[config.mk]
export PLATFORM = sky130hd
export DESIGN_NAME = mtx_out
export DESIGN_NICKNAME = d
export VERILOG_FILES = /design/src/mtx_pkg.sv /design/src/mtx_out.sv
export SDC_FILE = /design/constraint.sdc
export NUM_CORES = 1
export LEC_CHECK = 0
export BUFFER_PORTS_ARGS = -buffer_cell sky130_fd_sc_hd__buf_2
export CORE_ASPECT_RATIO = 1.5
export CORE_MARGIN = 2
export CORE_UTILIZATION = 37
export CTS_CLUSTER_SIZE = 16
export DETAILED_ROUTE_END_ITERATION = 6
export PLACE_DENSITY = 0.75
export SLEW_MARGIN = 20
export SYNTH_ARGS = -nofsm -noshare
export SYNTH_HDL_FRONTEND = slang
export SYNTH_SLANG_ARGS = --single-unit
[constraint.sdc]
create_clock -name i_clk -period 1.3 [get_ports i_clk]
set_input_delay 0.065 -clock i_clk [delete_from_list [all_inputs] [get_ports i_clk]]
set_output_delay 0.065 -clock i_clk [all_outputs]
set_load 0.005 [all_outputs]
[src/mtx_pkg.sv]
// ----------------------------------------------------------------------------
// mtx_pkg: shared types and constants of the metatile tilemap expander
// Command codes, configuration register indexes, field widths and the
// structs that travel between the sequencer, the output stage and the top.
// ----------------------------------------------------------------------------
package mtx_pkg;

    localparam int ADDR_W    = 15;   // video memory word address
    localparam int WORD_W    = 16;   // tilemap word
    localparam int COORD_W   = 8;    // map column, row and metatile code
    localparam int INDEX_W   = 10;   // table word index
    localparam int CMD_W     = 2;
    localparam int CFG_IDX_W = 3;

    localparam logic [CMD_W-1:0] CMD_WR_WORD = 2'd0;
    localparam logic [CMD_W-1:0] CMD_WR_FLAG = 2'd1;
    localparam logic [CMD_W-1:0] CMD_EXPAND  = 2'd2;

    localparam logic [CFG_IDX_W-1:0] CFG_LOWER_BASE  = 3'd0;
    localparam logic [CFG_IDX_W-1:0] CFG_UPPER_BASE  = 3'd1;
    localparam logic [CFG_IDX_W-1:0] CFG_LOWER_FORCE = 3'd2;
    localparam logic [CFG_IDX_W-1:0] CFG_UPPER_EN    = 3'd3;
    localparam logic [CFG_IDX_W-1:0] CFG_MAP_WIDTH   = 3'd4;
    localparam logic [CFG_IDX_W-1:0] CFG_MAP_HEIGHT  = 3'd5;

    localparam logic [WORD_W-1:0] PRIO_BIT = 16'h2000;

    typedef struct packed {
        logic [ADDR_W-1:0]  lower_base;
        logic [ADDR_W-1:0]  upper_base;
        logic               lower_force;
        logic               upper_enable;
        logic [COORD_W-1:0] map_width;
        logic [COORD_W-1:0] map_height;
    } t_cfg;

    // Side information of one beat, aligned with the table read data.
    typedef struct packed {
        logic [ADDR_W-1:0] addr;
        logic              layer;     // 1 for the upper layer
        logic              last;
        logic              off_map;
        logic              word_ok;   // code of this layer lies inside the table
        logic              flag_ok;   // upper code lies inside the flag table
        logic              force_pr;  // lower layer forced priority
    } t_beat;

endpackage

[src/mtx_out.sv]
// ----------------------------------------------------------------------------
// mtx_out: word assembly and output register
// Combines table read data with the beat information, applies the priority
// bit and the off-map rule, and holds the result until it is taken.
// ----------------------------------------------------------------------------
module mtx_out (
    input  logic                       i_clk,
    input  logic                       i_rst_n,
    input  logic                       i_meta_valid,
    input  mtx_pkg::t_beat             i_meta,
    input  logic [mtx_pkg::WORD_W-1:0] i_rd_word,
    input  logic                       i_rd_flag,
    output logic                       o_adv,
    output logic                       o_out_valid,
    input  logic                       i_out_stall,
    output logic [mtx_pkg::ADDR_W-1:0] o_vram_address,
    output logic [mtx_pkg::WORD_W-1:0] o_tile_word,
    output logic                       o_upper_layer,
    output logic                       o_last
);
    import mtx_pkg::*;

    logic              r_valid;
    logic [ADDR_W-1:0] r_addr;
    logic [WORD_W-1:0] r_word;
    logic              r_layer;
    logic              r_last;

    logic              pr;
    logic [WORD_W-1:0] n_word;

    assign o_adv = !r_valid || !i_out_stall;

    always_comb begin
        pr = i_meta.layer ? (i_meta.flag_ok && i_rd_flag) : i_meta.force_pr;
        if (i_meta.off_map) begin
            n_word = '0;
        end else begin
            n_word = (i_meta.word_ok ? i_rd_word : '0) | (pr ? PRIO_BIT : '0);
        end
    end

    always_ff @(posedge i_clk) begin
        if (!i_rst_n) begin
            r_valid <= 1'b0;
        end else if (o_adv) begin
            r_valid <= i_meta_valid;
        end
    end

    always_ff @(posedge i_clk) begin
        if (o_adv) begin
            r_addr  <= i_meta.addr;
            r_word  <= n_word;
            r_layer <= i_meta.layer;
            r_last  <= i_meta.last;
        end
    end

    assign o_out_valid    = r_valid;
    assign o_vram_address = r_addr;
    assign o_tile_word    = r_word;
    assign o_upper_layer  = r_layer;
    assign o_last         = r_last;

    a_fill: assert property (@(posedge i_clk) disable iff (!i_rst_n)
        o_adv && i_meta_valid |=> r_valid)
        else $error("pending beat was dropped on its way to the output register");

endmodule

# Yosys cells after proc, flatten, opt, wreduce, memory -nomap -nowiden
# Cells that the tools add are included.
# op_classes
muxes,3
bitwise_logic,1
n_reduce_logical,4
# ops
op,n
$mux W16,1
$or A16 B14 Y16,1
$mux W14,1
$logic_not A1 Y1,2
$logic_and A1 B1 Y1,1
$logic_or A1 B1 Y1,1
$mux W1,1
# totals
reg_bits,34
inputBits,42
output_inout_bits,35
wordCells,13

# Depth between registers and ports, before layout
# depth
ltp_word,4
ltp_mapped,3

# Worst setup path before layout
# Ideal clock, no wire load.
# synth_path
kind,register to register
startpoint,"register r_valid, in the netlist o_out_valid"
endpoint,"register r_last, in the netlist o_last, enable pin"
arrival_time_ns,1.073
required_time_ns,0.908
path_slack_ns,-0.165
path_stages_with_launch,2
synth_period_minus_slack_ns,1.465
path_cell_list,dfxtp_1 -> nand2_1
# synth_between
elab_chain_cells,2
# synth_rtl
item,line,rtl
from (decl),mtx_out.sv:23,logic r_valid;
from (signal assigned),mtx_out.sv:47,r_valid <= i_meta_valid;
$logic_not A1 Y1,mtx_out.sv:32,assign o_adv = !r_valid || !i_out_stall;
$logic_or A1 B1 Y1,mtx_out.sv:32,
named net o_adv,mtx_out.sv:13,"output logic o_adv,"
to (signal assigned),mtx_out.sv:56,r_last <= i_meta.last;
to (decl),mtx_out.sv:27,logic r_last;
# The timed path passes the listed nets, and every way through them passes these cells.
# A chain may end at the register's enable or synchronous reset.

# Worst setup path in the final report
# layout_path
startpoint,"register r_valid, in the netlist o_out_valid"
endpoint,output port o_adv
# layout_between
elab_chain_cells,2
# layout_rtl
item,line
$logic_not A1 Y1,mtx_out.sv:32
$logic_or A1 B1 Y1,mtx_out.sv:32
to (decl),mtx_out.sv:13
# No other way between the ends.

==> flow_summary.json <==
{
  "switching_share": 0.200,
  "ios": 77,
  "pwr-share-clk": 0.313,
  "tns_ns": 0,
  "p_leak_uw": 0.000875,
  "grt_max_degree": 28,
  "nNetsFinal": 200,
  "finalSetupViolations": 0,
  "crit_family": "flip-flops",
  "critPathMaxFanout": 27,
  "cts-resized-gates": 0,
  "yosys.area.top_type": "edfxtp_1",
  "synth_area_per_cell_um2": 20.3,
  "rsz0062_at_grt": "false",
  "vias_per_cell": 4.24,
  "clkSinkCount": 34,
  "detail_route.wl_per_cell_um": 12.6,
  "maxCapViolations": 0,
  "postCtsSetupBuffers": 0,
  "fin_util": 0.605,
  "fp.dieArea_um2": 3670,
  "internal-power_uw": 1800,
  "seqPwrFrac": 0.580,
  "period_minus_slack_ns": 1.22,
  "tightestPinTransition_ns": 0.235,
  "antenna_left": 0,
  "root_buffer": "clkbuf_8",
  "cts_max_level": 2,
  "syn-instance-count": 58,
  "drive_gt1_frac": 0.604,
  "cpPeakStageDelay_ns": 0.36,
  "cpMaxStageDelayCell": "dfxtp_1",
  "required_ns": 1.24,
  "clk_latency_ns": 0.28,
  "crit_buf_inv": 2,
  "yosysSeqAreaShare": 0.857,
  "switchingPower_uw": 450,
  "start_util": 0.381,
  "drtIter0Drc": 19,
  "fmax_mhz": 820,
  "syn2layout_area_growth_pct": 58.7,
  "row_count": 25,
  "fp.dieH_um": 73.2,
  "cp.arrival_ns": 1.15,
  "powerDensity_nw_per_um2": 1200,
  "status": "finished clean",
  "numCtsBuffers": 5,
  "gp_congestion": 0.649,
  "antennaDiodeCount": 0,
  "grt_antenna_before_repair": 0,
  "netlist_top_cells_area": "edfxtp_1 84%, and2_2 7.0%, and2_1 2.1%, dfxtp_1 1.7%, nor2b_4 1.2%",
  "routed_wl_um": 2510,
  "route.detailed.drc": 0,
  "slew_viol_final": 0,
  "gr-usage-all-layers": 0.150,
  "portBuffers": 76,
  "core-area_um2": 3100,
  "synth_top_area_frac": 0.840,
  "via_count": 844,
  "max-slew-margin-rel": 0.843,
  "power_frac_comb": 0.107,
  "first_pass_iters": 4,
  "start_kind": "flip-flop",
  "clock_path_buffers": 2,
  "finalClockSkew_ns": 0.00514,
  "hold_viol": 0,
  "worst-setup-path-type": "flip-flop to primary output",
  "overflow": 0,
  "finalCritPeriodShare": 0.938,
  "syn_nets": 100,
  "ys_warn_count": 0,
  "cts_tree": "yes",
  "synthDistinctLibCells": 12,
  "synth_seq_cells": 34,
  "crit_path_end_kind": "primary output",
  "first_global_vias": 845,
  "placed_cells": 174,
  "clkTransAtPathRegs_ns": 0.06,
  "ir_drop_uv": 593,
  "grt_pass1_wl_um": 3880,
  "final_cells": 199,
  "dieWidth_um": 50.1,
  "crit_chain": "nand2_2, buf_12, buf_2",
  "hp-class": "input pin to flip-flop",
  "synth_area_um2": 1180,
  "p_total_uw": 2250
}
==> final cells by class <==
cell class / count / area [um^2]
clock buffers: 6 / 72.6
clock inverters: 2 / 8.76
fillers: 212 / 1220
multi-input cells: 23 / 160
flip-flops and latches: 34 / 1010
well taps: 40 / 50.0
repair buffers: 94 / 571
==> cells in the mapped netlist, drive strengths merged <==
master / instances
edfxtp: 33
and2: 15
nand2: 2
nor2b: 2
a21oi: 1
a31oi: 1
buf: 1
dfxtp: 1
nand2b: 1
nand3: 1
==> layer usage <==
layer	vias up	part of all wire	global-route usage
met5	-	0	0
li1	409	-	-
met1	376	0.36	0.157
met3	7	0.097	0.0635
met2	52	0.52	0.250
met4	0	0.025	0.0833
==> power by group through the flow <==
stage	Combinational (uW)	Clock (uW)	Sequential (uW)
after floorplan	42.5	0	1340
after global placement	196	0	1320
after detailed placement	199	0	1330
after CTS	239	718	1300
after global routing	264	780	1310
final	240	704	1300
==> kinds of logic (layout without fill, tap and decap cells) <==
family | Yosys count | after routing | share of synthesized area
flops | 34 | 34 | 0.857
buf+inv | 1 | 102 | 0.00954
compound gates | 2 | 2 | 0.00954
simple gates | 21 | 21 | 0.124
==> cell usage in the layout (no fill, tap or decap) <==
cell type       n
nand3_1         1
a21oi_1         1
buf_2          76
a31oi_1         1
clkinv_2        1
clkbuf_1        1
nand2b_1        1
and2_1          4
nor2b_4         1
and2_2         11
nor2b_1         1
buf_12          1
dlygate4sd3_1  17
clkinv_1        1
nand2_2         1
edfxtp_1       33
clkbuf_8        5
dfxtp_1         1
nand2_1         1
==> stage by stage <==
stage                     worst slack (ns)  hold WS (ns)  area (um^2)
after floorplan                      0.159         0.164         1180
after global placement               0.307         0.244         1620
after detailed placement             0.267         0.244         1620
after CTS                           0.0687       0.00713         1870
after global routing                0.0175        0.0181         1870
final                               0.0810       0.00368         1870
==> path summary, 6_finish.rpt <==
check	start	to	slack, ns	cells after the start
worst max-delay path	o_out_valid	o_adv	0.08	3
worst min-delay path	i_rst_n	o_out_valid	0.004	2
worst max register to register	o_out_valid	o_tile_word[14]	0.26	2
worst min register to register	o_out_valid	o_out_valid	0.55	2
==> worst reg2reg max path: stages (launching register included) <==
cell	delay (ns)
dfxtp_1	0.33
nand2_2	0.19
buf_12	0.22
==> flip-flops by register name, indices dropped and copies added (netlist names) <==
name            count
o_tile_word        16
o_vram_address     15
o_last              1
o_out_valid         1
o_upper_layer       1
==> timing repair <==
item,in CTS,in global routing
endpoints found under the hold margin,17,0
hold buffers,17,0
setup endpoints to repair,0,0
Power figures use the tool's default switching activity.
