--- src/mtx_pkg.sv ---
// ----------------------------------------------------------------------------
// mtx_pkg: shared types and constants of the metatile tilemap expander
// Command codes, configuration register indexes, field widths and the
// structs that travel between the sequencer, the output stage and the top.
// ----------------------------------------------------------------------------
package mtx_pkg;

    localparam int ADDR_W    = 15;   // video memory word address
    localparam int WORD_W    = 16;   // tilemap word
    localparam int COORD_W   = 8;    // map column, row and metatile code
    localparam int INDEX_W   = 10;   // table word index
    localparam int CMD_W     = 2;
    localparam int CFG_IDX_W = 3;

    localparam logic [CMD_W-1:0] CMD_WR_WORD = 2'd0;
    localparam logic [CMD_W-1:0] CMD_WR_FLAG = 2'd1;
    localparam logic [CMD_W-1:0] CMD_EXPAND  = 2'd2;

    localparam logic [CFG_IDX_W-1:0] CFG_LOWER_BASE  = 3'd0;
    localparam logic [CFG_IDX_W-1:0] CFG_UPPER_BASE  = 3'd1;
    localparam logic [CFG_IDX_W-1:0] CFG_LOWER_FORCE = 3'd2;
    localparam logic [CFG_IDX_W-1:0] CFG_UPPER_EN    = 3'd3;
    localparam logic [CFG_IDX_W-1:0] CFG_MAP_WIDTH   = 3'd4;
    localparam logic [CFG_IDX_W-1:0] CFG_MAP_HEIGHT  = 3'd5;

    localparam logic [WORD_W-1:0] PRIO_BIT = 16'h2000;

    typedef struct packed {
        logic [ADDR_W-1:0]  lower_base;
        logic [ADDR_W-1:0]  upper_base;
        logic               lower_force;
        logic               upper_enable;
        logic [COORD_W-1:0] map_width;
        logic [COORD_W-1:0] map_height;
    } t_cfg;

    // Side information of one beat, aligned with the table read data.
    typedef struct packed {
        logic [ADDR_W-1:0] addr;
        logic              layer;     // 1 for the upper layer
        logic              last;
        logic              off_map;
        logic              word_ok;   // code of this layer lies inside the table
        logic              flag_ok;   // upper code lies inside the flag table
        logic              force_pr;  // lower layer forced priority
    } t_beat;

endpackage

--- src/mtx_seq.sv ---
// ----------------------------------------------------------------------------
// mtx_seq: command intake and expansion sequencer
// Takes input beats, issues table writes, and steps through the quadrants of an
// expanded cell, one table read per cycle unless stalled, with its beat information.
// ----------------------------------------------------------------------------
module mtx_seq #(
    parameter int METATILE_CODES = 256
) (
    input  logic                             i_clk,
    input  logic                             i_rst_n,
    input  mtx_pkg::t_cfg                    i_cfg,
    input  logic                             i_adv,
    input  logic                             i_in_valid,
    output logic                             o_in_stall,
    input  logic [mtx_pkg::CMD_W-1:0]        i_command,
    input  logic [mtx_pkg::INDEX_W-1:0]      i_table_index,
    input  logic [mtx_pkg::COORD_W-1:0]      i_map_x,
    input  logic [mtx_pkg::COORD_W-1:0]      i_map_y,
    input  logic [mtx_pkg::COORD_W-1:0]      i_lower_code,
    input  logic [mtx_pkg::COORD_W-1:0]      i_upper_code,
    output logic                             o_word_we,
    output logic [$clog2(METATILE_CODES)+1:0] o_word_wa,
    output logic [$clog2(METATILE_CODES)+1:0] o_word_ra,
    output logic                             o_flag_we,
    output logic [$clog2(METATILE_CODES)-1:0] o_flag_wa,
    output logic [$clog2(METATILE_CODES)-1:0] o_flag_ra,
    output logic                             o_meta_valid,
    output mtx_pkg::t_beat                   o_meta
);
    import mtx_pkg::*;

    localparam int CODE_W = $clog2(METATILE_CODES);

    logic               r_busy;
    logic [2:0]         r_step;
    logic [COORD_W-1:0] r_x;
    logic [COORD_W-1:0] r_y;
    logic [COORD_W-1:0] r_lcode;
    logic [COORD_W-1:0] r_ucode;
    logic               r_off;
    logic               r_meta_valid;
    t_beat              r_meta;

    logic               last_issue;
    logic               take;
    logic               accept;
    logic               is_expand;
    logic [COORD_W-1:0] cur_code;
    logic [11:0]        offset;
    logic [ADDR_W-1:0]  base;
    logic               word_idx_ok;
    logic               flag_idx_ok;

    assign last_issue = r_busy && ((r_step == 3'd7) || (r_step == 3'd3 && !i_cfg.upper_enable));
    assign take       = i_adv && (!r_busy || last_issue);
    assign accept     = i_in_valid && take;
    assign is_expand  = (i_command == CMD_EXPAND);
    assign o_in_stall = !take;

    // Table writes.
    assign word_idx_ok = ({1'b0, i_table_index} < 11'(METATILE_CODES * 4));
    assign flag_idx_ok = ({1'b0, i_table_index[COORD_W-1:0]} < 9'(METATILE_CODES));
    assign o_word_we   = accept && (i_command == CMD_WR_WORD) && word_idx_ok;
    assign o_word_wa   = i_table_index[CODE_W+1:0];
    assign o_flag_we   = accept && (i_command == CMD_WR_FLAG) && flag_idx_ok;
    assign o_flag_wa   = i_table_index[CODE_W-1:0];

    // Table reads for the current quadrant.
    assign cur_code  = r_step[2] ? r_ucode : r_lcode;
    assign o_word_ra = {cur_code[CODE_W-1:0], r_step[1:0]};
    assign o_flag_ra = r_ucode[CODE_W-1:0];

    // Four-screen offset: screen in bits 11:10, row in 9:5, column in 4:0.
    assign offset = {r_y[4], r_x[4], r_y[3:0], r_step[1], r_x[3:0], r_step[0]};
    assign base   = r_step[2] ? i_cfg.upper_base : i_cfg.lower_base;

    always_ff @(posedge i_clk) begin
        if (!i_rst_n) begin
            r_busy       <= 1'b0;
            r_step       <= 3'd0;
            r_meta_valid <= 1'b0;
        end else if (i_adv) begin
            r_meta_valid <= r_busy;
            if (accept && is_expand) begin
                r_busy <= 1'b1;
                r_step <= 3'd0;
            end else if (last_issue) begin
                r_busy <= 1'b0;
            end else if (r_busy) begin
                r_step <= 3'(r_step + 3'd1);
            end
        end
    end

    always_ff @(posedge i_clk) begin
        if (accept && is_expand) begin
            r_x     <= i_map_x;
            r_y     <= i_map_y;
            r_lcode <= i_lower_code;
            r_ucode <= i_upper_code;
            r_off   <= (i_map_x >= i_cfg.map_width) || (i_map_y >= i_cfg.map_height);
        end
        if (i_adv && r_busy) begin
            r_meta.addr     <= ADDR_W'(base + {3'b000, offset});
            r_meta.layer    <= r_step[2];
            r_meta.last     <= last_issue;
            r_meta.off_map  <= r_off;
            r_meta.word_ok  <= ({1'b0, cur_code} < 9'(METATILE_CODES));
            r_meta.flag_ok  <= ({1'b0, r_ucode} < 9'(METATILE_CODES));
            r_meta.force_pr <= i_cfg.lower_force;
        end
    end

    assign o_meta_valid = r_meta_valid;
    assign o_meta       = r_meta;

    a_expand_starts: assert property (@(posedge i_clk) disable iff (!i_rst_n)
        accept && is_expand |=> r_busy && r_step == 3'd0)
        else $error("expand beat did not start the sequencer at step zero");

    a_hold_on_stall: assert property (@(posedge i_clk) disable iff (!i_rst_n)
        !i_adv |=> $stable(r_step) && $stable(r_busy) && $stable(r_meta_valid))
        else $error("sequencer moved while the pipeline was held");

    a_no_write_mid_cell: assert property (@(posedge i_clk) disable iff (!i_rst_n)
        (o_word_we || o_flag_we) |-> (!r_busy || last_issue))
        else $error("table write while a cell still has reads to issue");

endmodule

--- config.mk ---
export PLATFORM = sky130hd
export DESIGN_NAME = mtx_seq
export DESIGN_NICKNAME = d
export VERILOG_FILES = /design/src/mtx_pkg.sv /design/src/mtx_seq.sv
export SDC_FILE = /design/constraint.sdc
export NUM_CORES = 1
export LEC_CHECK = 0
export ABC_CLOCK_PERIOD_IN_PS = 3600
export BUFFER_PORTS_ARGS = -buffer_cell sky130_fd_sc_hd__buf_2
export CAP_MARGIN = 0
export CORE_AREA = 3 3 113 115
export DETAILED_ROUTE_END_ITERATION = 7
export DIE_AREA = 0 0 116 118
export PLACE_DENSITY_LB_ADDON = 0.25
export SYNTH_ARGS = -nofsm -noshare
export SYNTH_HDL_FRONTEND = slang
export SYNTH_SLANG_ARGS = --single-unit
--- constraint.sdc ---
create_clock -name i_clk -period 3.6 [get_ports i_clk]
set_input_delay 0.36 -clock i_clk [delete_from_list [all_inputs] [get_ports i_clk]]
set_output_delay 0.36 -clock i_clk [all_outputs]
set_load 0.02 [all_outputs]
Yosys cells after proc, flatten, opt, wreduce, memory -nomap -nowiden. Index checks and enable logic that the tools add are counted.

Bits of input ports: 96. Bits in registers: 51. Output and inout bits: 61.

Add/sub/neg operators: 2. Mux-type cells: 7. $lt $le $gt $ge: 2. Reduce and logical (&&, ||, !) cells: 19. Eq/ne operators: 5.

Operators by type and width (count): $ge A8 B8 Y1 (2); $add A15 B12 Y15 (1); $mux W15 (1); $mux W3 (3); $logic_and A1 B1 Y1 (8); $mux W8 (1); $reduce_bool A2 Y1 (2); $add A3 B1 Y3 const B (1); $eq A3 B2 Y1 const B (1); $eq A3 B3 Y1 const B (1); $logic_not A1 Y1 (3); $logic_or A1 B1 Y1 (3); $reduce_and A3 Y1 (1); $eq A2 B1 Y1 const B (1); $eq A2 B2 Y1 const B (1); $logic_not A2 Y1 (1); $mux W1 (2); $ne A2 B1 Y1 const B (1); $reduce_and A2 Y1 (1).

Depth between registers and ports, before layout. Gate-level depths: netlist of run 1.

Depth in word-level cells: 10. Depth in mapped cells: 11. Gate-level depth less buffers: 9.

Worst setup path before layout of run 1. Ideal clock, no wire load.

Path kind: flip-flop to flip-flop. Start point: register r_step[2]. End point: register r_ucode[0], in the netlist o_flag_ra[0], enable pin. Library setup time: 411 ps. Period minus slack after synthesis: 2946 ps. Required time: 3189 ps. Stages on the path, launching flop included: 8. Data arrival time: 2536 ps. Path slack: 654 ps. Cells stage by stage: dfxtp_1 -> buf_4 -> clkbuf_1 -> inv_1 -> ha_1 -> a211oi_1 -> nand2b_1 -> nor2_1.

Longest elaborated chain between the ends: 8. Elaborated cells between the ends (all ways): 9. Those cells by class: eq/ne: 2; reduce/logical: 7.

Ends and longest elaborated chain: from (decl) (line mtx_seq.sv:35) `logic [2:0] r_step;`; from (signal assigned) (line mtx_seq.sv:90) `r_step <= 3'(r_step + 3'd1);`; $eq A3 B2 Y1 (line mtx_seq.sv:54) `assign last_issue = r_busy && ((r_step == 3'd7) || (r_step == 3'd3 && !i_cfg.upper_enable));`; $logic_and A1 B1 Y1 (line mtx_seq.sv:54); $logic_or A1 B1 Y1 (*) (line mtx_seq.sv:54); $logic_and A1 B1 Y1 (*) (line mtx_seq.sv:54); $logic_or A1 B1 Y1 (*) (line mtx_seq.sv:55) `assign take = i_adv && (!r_busy || last_issue);`; $logic_and A1 B1 Y1 (*) (line mtx_seq.sv:55); $logic_and A1 B1 Y1 (*) (line mtx_seq.sv:56) `assign accept = i_in_valid && take;`; $logic_and A1 B1 Y1 (*) (line mtx_seq.sv:96) `if (accept && is_expand) begin`; to (signal assigned) (line mtx_seq.sv:100) `r_ucode <= i_upper_code;`; to (decl) (line mtx_seq.sv:39) `logic [COORD_W-1:0] r_ucode;`.

Mark *: on every way between the ends. The rest lies on a longest branch, timed or not. A chain may end at the register's enable or synchronous reset.

Worst setup path in the final report of run 1.
Start point: register r_step[2]. End point: output port o_flag_we.

Longest elaborated chain between the ends: 8. Elaborated cells between the ends (all ways): 9. Those cells by class: eq/ne: 2; reduce/logical: 7.

Ends and longest elaborated chain: $eq A3 B2 Y1 (line mtx_seq.sv:54); $logic_and A1 B1 Y1 (line mtx_seq.sv:54); $logic_or A1 B1 Y1 (*) (line mtx_seq.sv:54); $logic_and A1 B1 Y1 (*) (line mtx_seq.sv:54); $logic_or A1 B1 Y1 (*) (line mtx_seq.sv:55); $logic_and A1 B1 Y1 (*) (line mtx_seq.sv:55); $logic_and A1 B1 Y1 (*) (line mtx_seq.sv:56); $logic_and A1 B1 Y1 (*) (line mtx_seq.sv:65) `assign o_flag_we = accept && (i_command == CMD_WR_FLAG) && flag_idx_ok;`; to (decl) (line mtx_seq.sv:24) `output logic o_flag_we,`.

Marked as above.

==> tab_implementation.tex, run 1 <==
\begin{tabular}{lr}
\hline
Metric & Value \\
\hline
\multicolumn{2}{l}{\textbf{Clocking}} \\
H-Tree Level Count & 2 \\
Clock slew at the register clock pins of the worst setup and hold paths & 0.07 ns \\
CTS Root Cell & sky130\_fd\_sc\_hd\_\_clkbuf\_16 \\
Postcts setup bufs & 0 \\
Cts-stage hold buffer count & 0 \\
Clock tree from TritonCTS & yes \\
TritonCTS Sinks & 51 \\
Num CTS Buffers & 5 \\
Number of gates resized after cts & 0 \\
Clock insertion delay at the later pin of the skew report & 0.29 ns \\
Max clock buf depth & 2 \\
\multicolumn{2}{l}{\textbf{Final layout}} \\
Final std cell area, no fill & 3990 um2 \\
Number of diodes added for antenna fixing & 0 \\
Number of fill cells in the layout & 1248 \\
Fraction of layout instances using a drive strength above 1 & 40.1\% \\
Post-synthesis to final-layout area growth & 25.0\% \\
Final net count & 516 \\
\multicolumn{2}{l}{\textbf{Pwr}} \\
Cell Int Power & 1.05 mW \\
Worst IR Drop VDD & 0.000155 V \\
Pwr per Cell Area & 347 nW/um2 \\
Sequential fraction of design power & 48.8\% \\
Clock share of power & 34.7\% \\
Share of total power in combinational logic & 16.5\% \\
Net switching power figure & 0.333 mW \\
Leakage power & 1.80 nW \\
Proportion of total power due to net switching & 24.1\% \\
Overall power consumption & 1.39 mW \\
\multicolumn{2}{l}{\textbf{Logic synthesis}} \\
Number of warnings issued by yosys & 0 \\
Sequential share of the synthesized area & 46.4\% \\
Synthesized area divided by synthesized cell count & 11.4 um2 \\
Number of enable flip-flop cells after synthesis & 46 \\
\#FFs+latches synth & 51 \\
Netlist area before placement & 3190 um2 \\
Cell type with the highest aggregate area in the netlist & sky130\_fd\_sc\_hd\_\_edfxtp\_1 \\
Gate count after technology mapping & 279 \\
Cell types with the largest area share after synthesis & sky130\_fd\_sc\_hd\_\_edfxtp\_1, sky130\_fd\_sc\_hd\_\_ha\_1, sky130\_fd\_sc\_hd\_\_mux2\_2, sky130\_fd\_sc\_hd\_\_buf\_4, sky130\_fd\_sc\_hd\_\_inv\_1 \\
Top flip-flop cell by instance count after synthesis & sky130\_fd\_sc\_hd\_\_edfxtp\_1 \\
Share of synthesized registers carrying an async set or reset & 0\% \\
Fraction of post-synthesis cell area in the top cell type by area & 43.3\% \\
Distinct cell type count of the synthesized netlist & 45 \\
\multicolumn{2}{l}{\textbf{Floorplanning}} \\
Io pins & 157 \\
Total Die Area & 13700 um2 \\
Number of cell rows & 40 \\
Die boundary height & 118 um \\
Placeable Area & 11900 um2 \\
Overall die width & 116 um \\
Initial core utilization & 26.8\% \\
\multicolumn{2}{l}{\textbf{Timing}} \\
Post-layout worst setup margin & 0.681 ns \\
Total setup violations reported at the end of the flow & 0 \\
Number of max-slew violations in the final report & 0 \\
Final period demand of the worst path & 2.92 ns \\
Worst Max-Slew Pin Slew & 0.989 ns \\
Setup repair after global routing missed its margin & false \\
Worst hold slack across all endpoints & 0.242 ns \\
Rel. slew slack & 34.1\% \\
Final clock skew & 0.00561 ns \\
Period utilization & 81.1\% \\
Achievable Freq & 343 MHz \\
Sum Neg Setup Slack & 0 ns \\
Final hold violation count & 0 \\
\multicolumn{2}{l}{\textbf{Route}} \\
Detailed Routing Iterations Pass 1 & 4 \\
DRC errors left & 0 \\
Vias & 2396 \\
Number of nets with antenna violations after detailed routing & 0 \\
Via density per instance & 4.47 \\
Post-detailed-route wirelength per cell & 13.7 um \\
DRT iter0 DRCs & 87 \\
Post-Route WL & 7340 um \\
\multicolumn{2}{l}{\textbf{Hold path}} \\
Kind of path behind the tightest hold check & in2reg \\
\multicolumn{2}{l}{\textbf{Worst setup path}} \\
Cells traversed along the worst timing path & buf\_4 > inv\_1 > ha\_1 > a211oi\_1 > nand2b\_1 > nor4bb\_1 > buf\_2 \\
Largest stage delay, worst path & 0.57 ns \\
Cell class contributing the biggest share of worst-path delay & buffers and inverters \\
Buffers and inverters on the worst path & 3 \\
Start-to-end type of the worst setup path & reg2out \\
Critical path startpoint category & flop \\
Required time at the endpoint of the critical path & 3.24 ns \\
Type of element capturing the critical path & primary output \\
Slowest stage cell, crit path & sky130\_fd\_sc\_hd\_\_dfxtp\_1 \\
Worst-path maximum fanout & 22 \\
Arrival time of the worst setup path & 2.56 ns \\
\multicolumn{2}{l}{\textbf{Placement}} \\
IO buf count & 126 \\
Dpl cell area & 3840 um2 \\
DPL Wire Length & 5810 um \\
Placer Congestion & 0.826 \\
Worst slack at placement & 0.753 ns \\
\multicolumn{2}{l}{\textbf{Global routing}} \\
Vias in the first global route & 2420 \\
First-pass GRT wire length & 11900 um \\
Residual overflow from global routing & 0 \\
Overall global routing resource usage & 11.1\% \\
Number of antenna violations at the first check in global routing & 3 \\
Maximum number of pins on one net before global-route repair & 28 \\
\multicolumn{2}{l}{\textbf{Run status}} \\
Result of the run & completed \\
\multicolumn{2}{l}{\textbf{Flow run}} \\
Max Cap Viol & 0 \\
\hline
\end{tabular}
==> sequential cells by signal (all words and copies together) (netlist names) <==
register,count
o_meta,19
o_flag_ra,8
r_lcode,8
r_x,5
r_y,5
r_step,3
o_meta_valid,1
r_busy,1
r_off,1
==> worst paths after layout <==
check	cells past startpoint	startpoint	slack, ns	end
setup / recovery	7	r_step[2]	0.68	o_flag_we
hold / removal	1	i_lower_code[2]	0.24	r_lcode[2]
setup reg to reg	7	r_step[2]	0.75	o_meta[18]
hold reg to reg	0	r_off	0.42	o_meta[3]
==> cell type report <==
class                           instances  area, um2  area share (%)
Timing Repair Buffer                  127        638            16.0
Clock buffer                            7        143            3.58
Inverter                               28        105            2.64
Tap cell                              147        184            4.61
Clock inverter                          1       5.00           0.126
Sequential cell                        51       1480            37.2
Multi-Input combinational cell        175       1430            35.9
==> cell families after synthesis <==
logic type                 synth area share, %
AOI/OAI and AO/OA                         11.5
adders and majority gates                 12.8
DFF                                       46.4
buffers and inverters                     9.06
muxes                                     8.28
other                                    0.118
and+or+nand+nor                           8.24
xor gates and xnor gates                  3.57
==> synth_stat cells, drive strengths merged, types with 2 or more instances <==
cell type / number
and4: 3
xnor2: 8
o31ai: 2
and2: 3
o21a: 5
o21ai: 7
a21oi: 17
inv: 28
mux2: 19
a211oi: 3
nand2b: 3
nand3: 3
edfxtp: 46
nor3: 3
clkbuf: 3
o211ai: 3
ha: 31
o21bai: 2
a21o: 5
buf: 23
dfxtp: 5
nor2: 14
nand2: 10
o41ai: 2
xor2: 5
nor2b: 5
mux2i: 5
==> per-stage QoR <==
step,util [%],instances
after floorplan,-,280
after global placement,32.2,528
after detailed placement,32.2,528
after CTS,33.5,536
after global routing,33.5,536
final,33.5,536
==> layout by cell type (no fill, tap or decap), types with 5 or more instances in the layout <==
master,count
sky130_fd_sc_hd__edfxtp_1,46
sky130_fd_sc_hd__xnor2_1,8
sky130_fd_sc_hd__dfxtp_1,5
sky130_fd_sc_hd__a21oi_1,16
sky130_fd_sc_hd__buf_2,126
sky130_fd_sc_hd__inv_1,28
sky130_fd_sc_hd__ha_1,31
sky130_fd_sc_hd__mux2_2,19
sky130_fd_sc_hd__clkbuf_16,5
sky130_fd_sc_hd__o21a_1,5
sky130_fd_sc_hd__nor2b_1,5
sky130_fd_sc_hd__xor2_1,5
sky130_fd_sc_hd__nand2_1,10
sky130_fd_sc_hd__nor2_1,13
sky130_fd_sc_hd__a21o_1,5
sky130_fd_sc_hd__o21ai_0,7
sky130_fd_sc_hd__mux2i_1,5
==> routing by layer <==
layer	track usage, %	routed length [um]	share of wire, %	vias to the layer above
li1	-	-	-	1205
met1	13.0	3000	41	1088
met2	18.8	3640	50	79
met3	3.60	561	7.6	18
met4	4.21	99	1.3	6
met5	0	41	0.56	-
==> power groups by stage <==
stage / sequential, mW / combinational (mW) / clock (mW)
2_1_floorplan: 0.703 / 0.154 / 0
3_3_place_gp: 0.690 / 0.229 / 0
3_5_place_dp: 0.689 / 0.232 / 0
4_1_cts: 0.676 / 0.234 / 0.508
5_1_grt: 0.678 / 0.262 / 0.529
6_report: 0.676 / 0.229 / 0.480
No activity file was read; power rests on OpenSTA's default activity.
==> run 2, diff against run 1 <==
Settings changed: ABC_CLOCK_PERIOD_IN_PS 3600 to 2400.
Clock period 3.6 ns to 2.4 ns, I/O delays scaled along.
==> run 2 against run 1 <==
Against the previous run: the flow now finishes with violations (setup timing); global-route usage grew 0.51 points; sequential power grew 49%; critical endpoint is now o_meta[20]; power grew 57%; largest power group unchanged; critical path depth grew 2; cell count grew 3.9%; flip-flop and latch count is the same; via count grew 2.0%; design area grew 9.1%; clock skew shrank 0.0033 ns; clock power grew 56%; sequential share of layout area shrank 3.0 points; hold slack lost 0.12 ns.
==> tab_implementation.tex, run 2 (same netlist as run 1, synthesis figures left out) <==
\begin{tabular}{lr}
\hline
Metric & Value \\
\hline
\multicolumn{2}{l}{\textbf{Run status}} \\
Result of the run & finished, violations left \\
Failing checks & setup timing \\
\multicolumn{2}{l}{\textbf{Global routing}} \\
Met2 demand-to-capacity share in global routing & 20.4\% (+1.5 points) \\
Overall global routing resource usage & 11.7\% (+0.51 points) \\
First-pass GRT wire length & 12700 um (+7.0\%) \\
Maximum number of pins on one net before global-route repair & 28 (unchanged) \\
Vias in the first global route & 2606 (+7.7\%) \\
GRT met1 Usage & 13.6\% (+0.69 points) \\
Number of antenna violations at the first check in global routing & 0 (-3) \\
Met3 usage & 2.88\% (-0.72 points) \\
Residual overflow from global routing & 0 (unchanged) \\
Global route hottest layer & met2 \\
\multicolumn{2}{l}{\textbf{Worst setup path}} \\
Critical path startpoint category & flop \\
Crit path from & r\_step[2] \\
Start-to-end type of the worst setup path & reg2reg \\
Critical register-to-register path endpoint & o\_meta[20] \\
Cell class contributing the biggest share of worst-path delay & multiplexers \\
Arrival time of the worst setup path & 2.45 ns (-0.11 ns) \\
Buffers and inverters on the worst path & 2 (-1) \\
Cells traversed along the worst timing path & buf\_12 > mux2\_2 > ha\_4 > and4\_4 > o21ai\_0 > a31oi\_2 > buf\_4 > o21bai\_2 > mux2i\_1 \\
Worst-path maximum fanout & 12 (-45\%) \\
Type of element capturing the critical path & flop \\
Capturing instance or port of the critical path & o\_meta[20] \\
Beginning of the worst register-to-register path & r\_step[2] \\
Register-to-register setup slack & -0.01 ns (-0.76 ns) \\
Number of cell instances on the worst register-to-register path & 9 (+2) \\
Largest stage delay, worst path & 0.40 ns (-0.17 ns) \\
Slowest stage cell, crit path & sky130\_fd\_sc\_hd\_\_dfxtp\_4 \\
Crit path depth & 9 (+2) \\
Required time at the endpoint of the critical path & 2.44 ns (-0.80 ns) \\
\multicolumn{2}{l}{\textbf{Route}} \\
Post-Route WL & 7850 um (+7.0\%) \\
DRT iter0 DRCs & 61 (-30\%) \\
Post-detailed-route wirelength per cell & 14.1 um (+2.9\%) \\
Vias & 2444 (+2.0\%) \\
Detailed Routing Iterations Pass 1 & 4 (unchanged) \\
DRC errors left & 0 (unchanged) \\
Number of nets with antenna violations after detailed routing & 0 (unchanged) \\
Via density per instance & 4.39 (-1.8\%) \\
\multicolumn{2}{l}{\textbf{Floorplanning}} \\
Total Die Area & 13700 um2 (unchanged) \\
Number of cell rows & 40 (unchanged) \\
Die boundary height & 118 um (unchanged) \\
Overall die width & 116 um (unchanged) \\
Initial core utilization & 26.8\% (unchanged) \\
Placeable Area & 11900 um2 (unchanged) \\
Io pins & 157 (unchanged) \\
\multicolumn{2}{l}{\textbf{Placement}} \\
DPL Wire Length & 6400 um (+10\%) \\
IO buf count & 126 (unchanged) \\
DP Cell Count & 546 (+3.4\%) \\
Placer Congestion & 0.792 (-4.2\%) \\
Dpl cell area & 4010 um2 (+4.5\%) \\
Worst slack at placement & -0.0977 ns (-0.850 ns) \\
\multicolumn{2}{l}{\textbf{Timing}} \\
Number of max-slew violations in the final report & 0 (unchanged) \\
Final hold violation count & 0 (unchanged) \\
Final clock skew & 0.00232 ns (-0.00330 ns) \\
Total setup violations reported at the end of the flow & 1 (+1) \\
Post-layout worst setup margin & -0.00972 ns (-0.691 ns) \\
Achievable Freq & 415 MHz \\
Rel. slew slack & 46.1\% (+12 points) \\
Period utilization & 100\% \\
Final period demand of the worst path & 2.41 ns \\
Setup repair after global routing missed its margin & true \\
Worst Max-Slew Pin Slew & 0.807 ns (-0.182 ns) \\
\multicolumn{2}{l}{\textbf{Final layout}} \\
Number of fill cells in the layout & 1206 (-3.4\%) \\
Final net count & 537 (+4.1\%) \\
Fraction of layout instances using a drive strength above 1 & 49.0\% (+8.9 points) \\
Final std cell area, no fill & 4350 um2 (+9.1\%) \\
Post-synthesis to final-layout area growth & 36.4\% \\
Top library cells by usage in the layout, fill and taps aside & sky130\_fd\_sc\_hd\_\_buf\_2, sky130\_fd\_sc\_hd\_\_edfxtp\_1, sky130\_fd\_sc\_hd\_\_inv\_1, sky130\_fd\_sc\_hd\_\_ha\_1, sky130\_fd\_sc\_hd\_\_buf\_4 \\
Flip-flop count of the largest register, all copies and words added & 19 (unchanged) \\
Leading cell type in the layout, fill and taps excluded & sky130\_fd\_sc\_hd\_\_buf\_2 \\
Final cell count without fillers & 557 (+3.9\%) \\
Number of diodes added for antenna fixing & 0 (unchanged) \\
\multicolumn{2}{l}{\textbf{Clocking}} \\
Clock slew at the register clock pins of the worst setup and hold paths & 0.07 ns (about the same) \\
Clock insertion delay at the later pin of the skew report & 0.29 ns (about the same) \\
Num CTS Buffers & 5 (unchanged) \\
Max clock buf depth & 2 (unchanged) \\
H-Tree Level Count & 2 (unchanged) \\
TritonCTS Sinks & 51 (unchanged) \\
Clock tree from TritonCTS & yes \\
Cts-stage hold buffer count & 0 (unchanged) \\
CTS Root Cell & sky130\_fd\_sc\_hd\_\_clkbuf\_16 \\
\multicolumn{2}{l}{\textbf{Pwr}} \\
Worst IR Drop VDD & 0.000229 V (+48\%) \\
Pwr per Cell Area & 498 nW/um2 (+43\%) \\
Leakage power & 1.93 nW (+7.2\%) \\
\multicolumn{2}{l}{\textbf{Hold path}} \\
Kind of path behind the tightest hold check & in2reg \\
\multicolumn{2}{l}{\textbf{Flow run}} \\
Max Cap Viol & 0 (unchanged) \\
\hline
\end{tabular}
==> run 2: cell count changes in the layout (fill, tap and decap cells not counted), moves of 2 or more <==
cell	before	now
sky130_fd_sc_hd__mux2_4	0	2
sky130_fd_sc_hd__o21ai_0	7	5
sky130_fd_sc_hd__ha_1	31	23
sky130_fd_sc_hd__o41ai_2	0	2
sky130_fd_sc_hd__o21ai_1	0	2
sky130_fd_sc_hd__buf_4	1	19
sky130_fd_sc_hd__dfxtp_2	0	2
sky130_fd_sc_hd__buf_6	0	2
sky130_fd_sc_hd__dfxtp_1	5	2
sky130_fd_sc_hd__o41ai_1	2	0
sky130_fd_sc_hd__mux2_2	19	17
sky130_fd_sc_hd__ha_4	0	8
==> run 2: worst min-delay path by stage <==
stage	start	endpoint	depth (start not counted)
6_report	i_upper_code[2]	o_flag_ra[2]	1
5_1_grt	i_upper_code[6]	o_flag_ra[6]	1
4_1_cts	i_lower_code[3]	r_lcode[3]	1
3_5_place_dp	i_upper_code[2]	o_flag_ra[2]	1
3_3_place_gp	i_upper_code[4]	o_flag_ra[4]	1
2_1_floorplan	i_upper_code[0]	o_flag_ra[0]	0
==> run 2: where the power goes <==
part / switching [mW] / leakage, nW / total [mW] / internal, mW
combinational: 0.204 / 1.39 / 0.403 / 0.200
clock: 0.306 / 0.0772 / 0.751 / 0.445
sequential: 0.0100 / 0.463 / 1.01 / 1.00
==> run 2: repair_timing <==
action | in CTS | in global routing
gates resized for setup | 7 | 24
buffers inserted | 0 | 3
setup endpoints to repair | 7 | 8
pin swaps | 1 | 10
==> run 2: layer usage <==
layer / vias to the layer above / wire (um)
li1: 1242 / -
met1: 1124 / 3180
met2: 64 / 4030
met3: 14 / 465
met4: 0 / 174
met5: - / 0
==> run 2: per-stage QoR <==
stage | util, % | setup TNS [ns] | hold WS [ns] | power [mW]
global route | 36.5 | -0.311 | 0.109 | 2.28
global placement | 33.7 | -0.111 | 0.416 | 1.41
finish | 36.5 | -0.00972 | 0.121 | 2.17
floorplan | - | 0 | 0.339 | 1.29
CTS | 35.3 | -0.0298 | 0.115 | 2.18
detailed placement | 33.7 | -0.385 | 0.418 | 1.41
==> run 2: final cells by class <==
type                       count  area, um2  share of cell area (%)
timing repair buffer         148        816                    18.8
tap                          147        184                    4.23
sequential                    51       1490                    34.2
clock buffer                   8        156                    3.60
multi-input combinational    175       1600                    36.8
inverter                      28        105                    2.42
==> run 3, diff against run 2 <==
Settings changed: ABC_CLOCK_PERIOD_IN_PS 2400 to 2230.
Clock period 2.4 ns to 2.23 ns, I/O delays scaled along.
==> run 3 against run 2 <==
Against the previous run: combinational power rose by 13%; hold slack got worse by 0.020 ns; non-clock buffer count rose by 13; register-to-register slack got worse by 0.06 ns; die area did not move; the flow still finishes with violations (setup timing); via count rose by 2.6%; critical path depth did not move; clock skew rose by 0.0067 ns; sequential share of layout area fell by 1.2 points.
==> tab_implementation.tex, run 3 (same netlist as run 1, synthesis figures left out) <==
\begin{tabular}{lr}
\hline
Metric & Value \\
\hline
\multicolumn{2}{l}{\textbf{Run status}} \\
Result of the run & finished, violations left \\
Failing checks & setup timing \\
\multicolumn{2}{l}{\textbf{Worst setup path}} \\
Cells traversed along the worst timing path & buf\_6 > mux2i\_4 > inv\_1 > ha\_1 > a21o\_1 > and4\_4 > o211a\_4 > or4b\_4 > nand3\_2 \\
Slowest stage cell, crit path & sky130\_fd\_sc\_hd\_\_or4b\_4 \\
Largest stage delay, worst path & 0.48 ns (+0.08 ns) \\
Crit path from & r\_step[2] \\
Cell class contributing the biggest share of worst-path delay & simple AND/OR/NAND/NOR gates \\
Worst-path maximum fanout & 5 (-7) \\
Arrival time of the worst setup path & 2.47 ns (+0.02 ns) \\
Type of element capturing the critical path & flop \\
Critical path startpoint category & flop \\
Buffers and inverters on the worst path & 2 (unchanged) \\
Required time at the endpoint of the critical path & 2.40 ns (-0.04 ns) \\
Beginning of the worst register-to-register path & r\_step[2] \\
Start-to-end type of the worst setup path & reg2reg \\
\multicolumn{2}{l}{\textbf{Clocking}} \\
CTS Root Cell & sky130\_fd\_sc\_hd\_\_clkbuf\_16 \\
Clock slew at the register clock pins of the worst setup and hold paths & 0.07 ns (about the same) \\
TritonCTS Sinks & 51 (unchanged) \\
Cts-stage hold buffer count & 0 (unchanged) \\
Num CTS Buffers & 5 (unchanged) \\
Clock tree from TritonCTS & yes \\
H-Tree Level Count & 2 (unchanged) \\
Max clock buf depth & 2 (unchanged) \\
Clock insertion delay at the later pin of the skew report & 0.29 ns (about the same) \\
\multicolumn{2}{l}{\textbf{Final layout}} \\
Utilization after layout & 37.8\% (+1.2 points) \\
Number of diodes added for antenna fixing & 0 (unchanged) \\
Flip-flop count of the largest register, all copies and words added & 19 (unchanged) \\
Multi-input gate area & 1670 um2 (+4.2\%) \\
FF+latch area & 1490 um2 (-0.17\%) \\
Leading cell type in the layout, fill and taps excluded & sky130\_fd\_sc\_hd\_\_buf\_2 \\
Number of fill cells in the layout & 1206 (unchanged) \\
Fraction of layout instances using a drive strength above 1 & 52.0\% (+3.0 points) \\
Final std cell area, no fill & 4500 um2 (+3.4\%) \\
Top library cells by usage in the layout, fill and taps aside & sky130\_fd\_sc\_hd\_\_buf\_2, sky130\_fd\_sc\_hd\_\_edfxtp\_1, sky130\_fd\_sc\_hd\_\_buf\_4, sky130\_fd\_sc\_hd\_\_inv\_1, sky130\_fd\_sc\_hd\_\_ha\_1 \\
Final net count & 550 (+2.4\%) \\
Post-synthesis to final-layout area growth & 41.0\% \\
\multicolumn{2}{l}{\textbf{Global routing}} \\
Residual overflow from global routing & 0 (unchanged) \\
Vias in the first global route & 2572 (-1.3\%) \\
Overall global routing resource usage & 11.5\% (-0.20 points) \\
Maximum number of pins on one net before global-route repair & 28 (unchanged) \\
Number of antenna violations at the first check in global routing & 0 (unchanged) \\
First-pass GRT wire length & 12400 um (-2.5\%) \\
\multicolumn{2}{l}{\textbf{Timing}} \\
Final clock skew & 0.00904 ns (+0.00672 ns) \\
Setup repair after global routing missed its margin & true \\
Final period demand of the worst path & 2.30 ns (-0.108 ns) \\
Final hold violation count & 0 (unchanged) \\
Rel. slew slack & 51.0\% (+4.9 points) \\
Post-layout worst setup margin & -0.0721 ns (-0.0624 ns) \\
Worst Max-Slew Pin Slew & 0.733 ns (-0.0736 ns) \\
Period utilization & 103\% (+2.8 points) \\
Achievable Freq & 434 MHz (+4.7\%) \\
Number of max-slew violations in the final report & 0 (unchanged) \\
Total setup violations reported at the end of the flow & 7 (+6) \\
\multicolumn{2}{l}{\textbf{Route}} \\
DRC errors left & 0 (unchanged) \\
Number of nets with antenna violations after detailed routing & 0 (unchanged) \\
Post-Route WL & 7790 um (-0.78\%) \\
Post-detailed-route wirelength per cell & 13.7 um (-3.0\%) \\
Vias & 2508 (+2.6\%) \\
Via density per instance & 4.40 (+0.28\%) \\
DRT iter0 DRCs & 60 (-1.6\%) \\
Detailed Routing Iterations Pass 1 & 4 (unchanged) \\
\multicolumn{2}{l}{\textbf{Floorplanning}} \\
Initial core utilization & 26.8\% (unchanged) \\
Io pins & 157 (unchanged) \\
Number of cell rows & 40 (unchanged) \\
Total Die Area & 13700 um2 (unchanged) \\
Overall die width & 116 um (unchanged) \\
Die boundary height & 118 um (unchanged) \\
Placeable Area & 11900 um2 (unchanged) \\
\multicolumn{2}{l}{\textbf{Placement}} \\
Dpl cell area & 4220 um2 (+5.1\%) \\
DPL Wire Length & 6510 um (+1.7\%) \\
Placer Congestion & 0.804 (+1.5\%) \\
IO buf count & 126 (unchanged) \\
Worst slack at placement & -0.128 ns (-0.0298 ns) \\
\multicolumn{2}{l}{\textbf{Pwr}} \\
Worst IR Drop VDD & 0.000275 V (+20\%) \\
Pwr per Cell Area & 519 nW/um2 (+4.2\%) \\
Overall power consumption & 2.34 mW (+7.8\%) \\
Leakage power & 2.01 nW (+4.1\%) \\
\multicolumn{2}{l}{\textbf{Hold path}} \\
Kind of path behind the tightest hold check & in2reg \\
Hold Crit Start & i\_lower\_code[3] \\
\multicolumn{2}{l}{\textbf{Flow run}} \\
Max Cap Viol & 0 (unchanged) \\
\hline
\end{tabular}
-- run 3: worst reg2reg max path, cell delays in order, from the launching register on --
cell and delay [ns]:
sky130_fd_sc_hd__dfxtp_4 0.38, sky130_fd_sc_hd__buf_6 0.12, sky130_fd_sc_hd__mux2i_4 0.22, sky130_fd_sc_hd__inv_1 0.06
sky130_fd_sc_hd__ha_1 0.27, sky130_fd_sc_hd__a21o_1 0.17, sky130_fd_sc_hd__and4_4 0.16, sky130_fd_sc_hd__o211a_4 0.26
sky130_fd_sc_hd__or4b_4 0.48, sky130_fd_sc_hd__nand3_2 0.07
-- run 3: metal layers --
layer / vias to the layer above / GRT usage (%) / part of all wire [%] / wire length [um]
li1: 1272 / - / - / -
met1: 1149 / 13.5 / 42 / 3290
met2: 72 / 20.6 / 50 / 3880
met3: 15 / 2.26 / 6.4 / 500
met4: 0 / 3.55 / 1.5 / 118
met5: - / 0 / 0 / 0
-- run 3: layout make-up --
| type | count | area share, % |
|---|---|---|
| repair buffers | 161 | 20.1 |
| multi-input cells | 175 | 37.1 |
| clock buffers | 5 | 2.78 |
| well taps | 147 | 4.09 |
| inverters | 28 | 2.34 |
| clock inverters | 3 | 0.584 |
| flip-flops and latches | 51 | 33.0 |
-- run 3: path summary, 6_finish.rpt --
| path | slack (ns) | to | cells after the start |
|---|---|---|---|
| worst max-delay path | -0.07 | o_meta[17] | 9 |
| worst max register to register | -0.07 | o_meta[17] | 9 |
| worst min register to register | 0.43 | o_meta[3] | 0 |
| worst min-delay path | 0.10 | r_lcode[3] | 1 |
-- run 3: timing repair --
| item | CTS | global route |
|---|---|---|
| setup buffers | 0 | 3 |
| gates resized for setup | 11 | 12 |
| pin swaps | 5 | 2 |
| endpoints found under the setup margin | 11 | 11 |
-- run 3: stage by stage --
stage          TNS, ns  hold slack [ns]  std cells
2_1_floorplan   -0.417            0.322        280
3_5_place_dp    -0.463            0.401        559
3_3_place_gp    -0.188            0.400        559
5_1_grt          -1.04           0.0900        570
6_report        -0.256            0.101        570
4_1_cts         -0.298           0.0936        567
-- run 3: power by group --
part	switching (mW)	total [mW]	internal, mW
logic	0.224	0.457	0.232
registers	0.0117	1.09	1.08
clock network	0.362	0.789	0.427
total	0.598	2.34	1.74
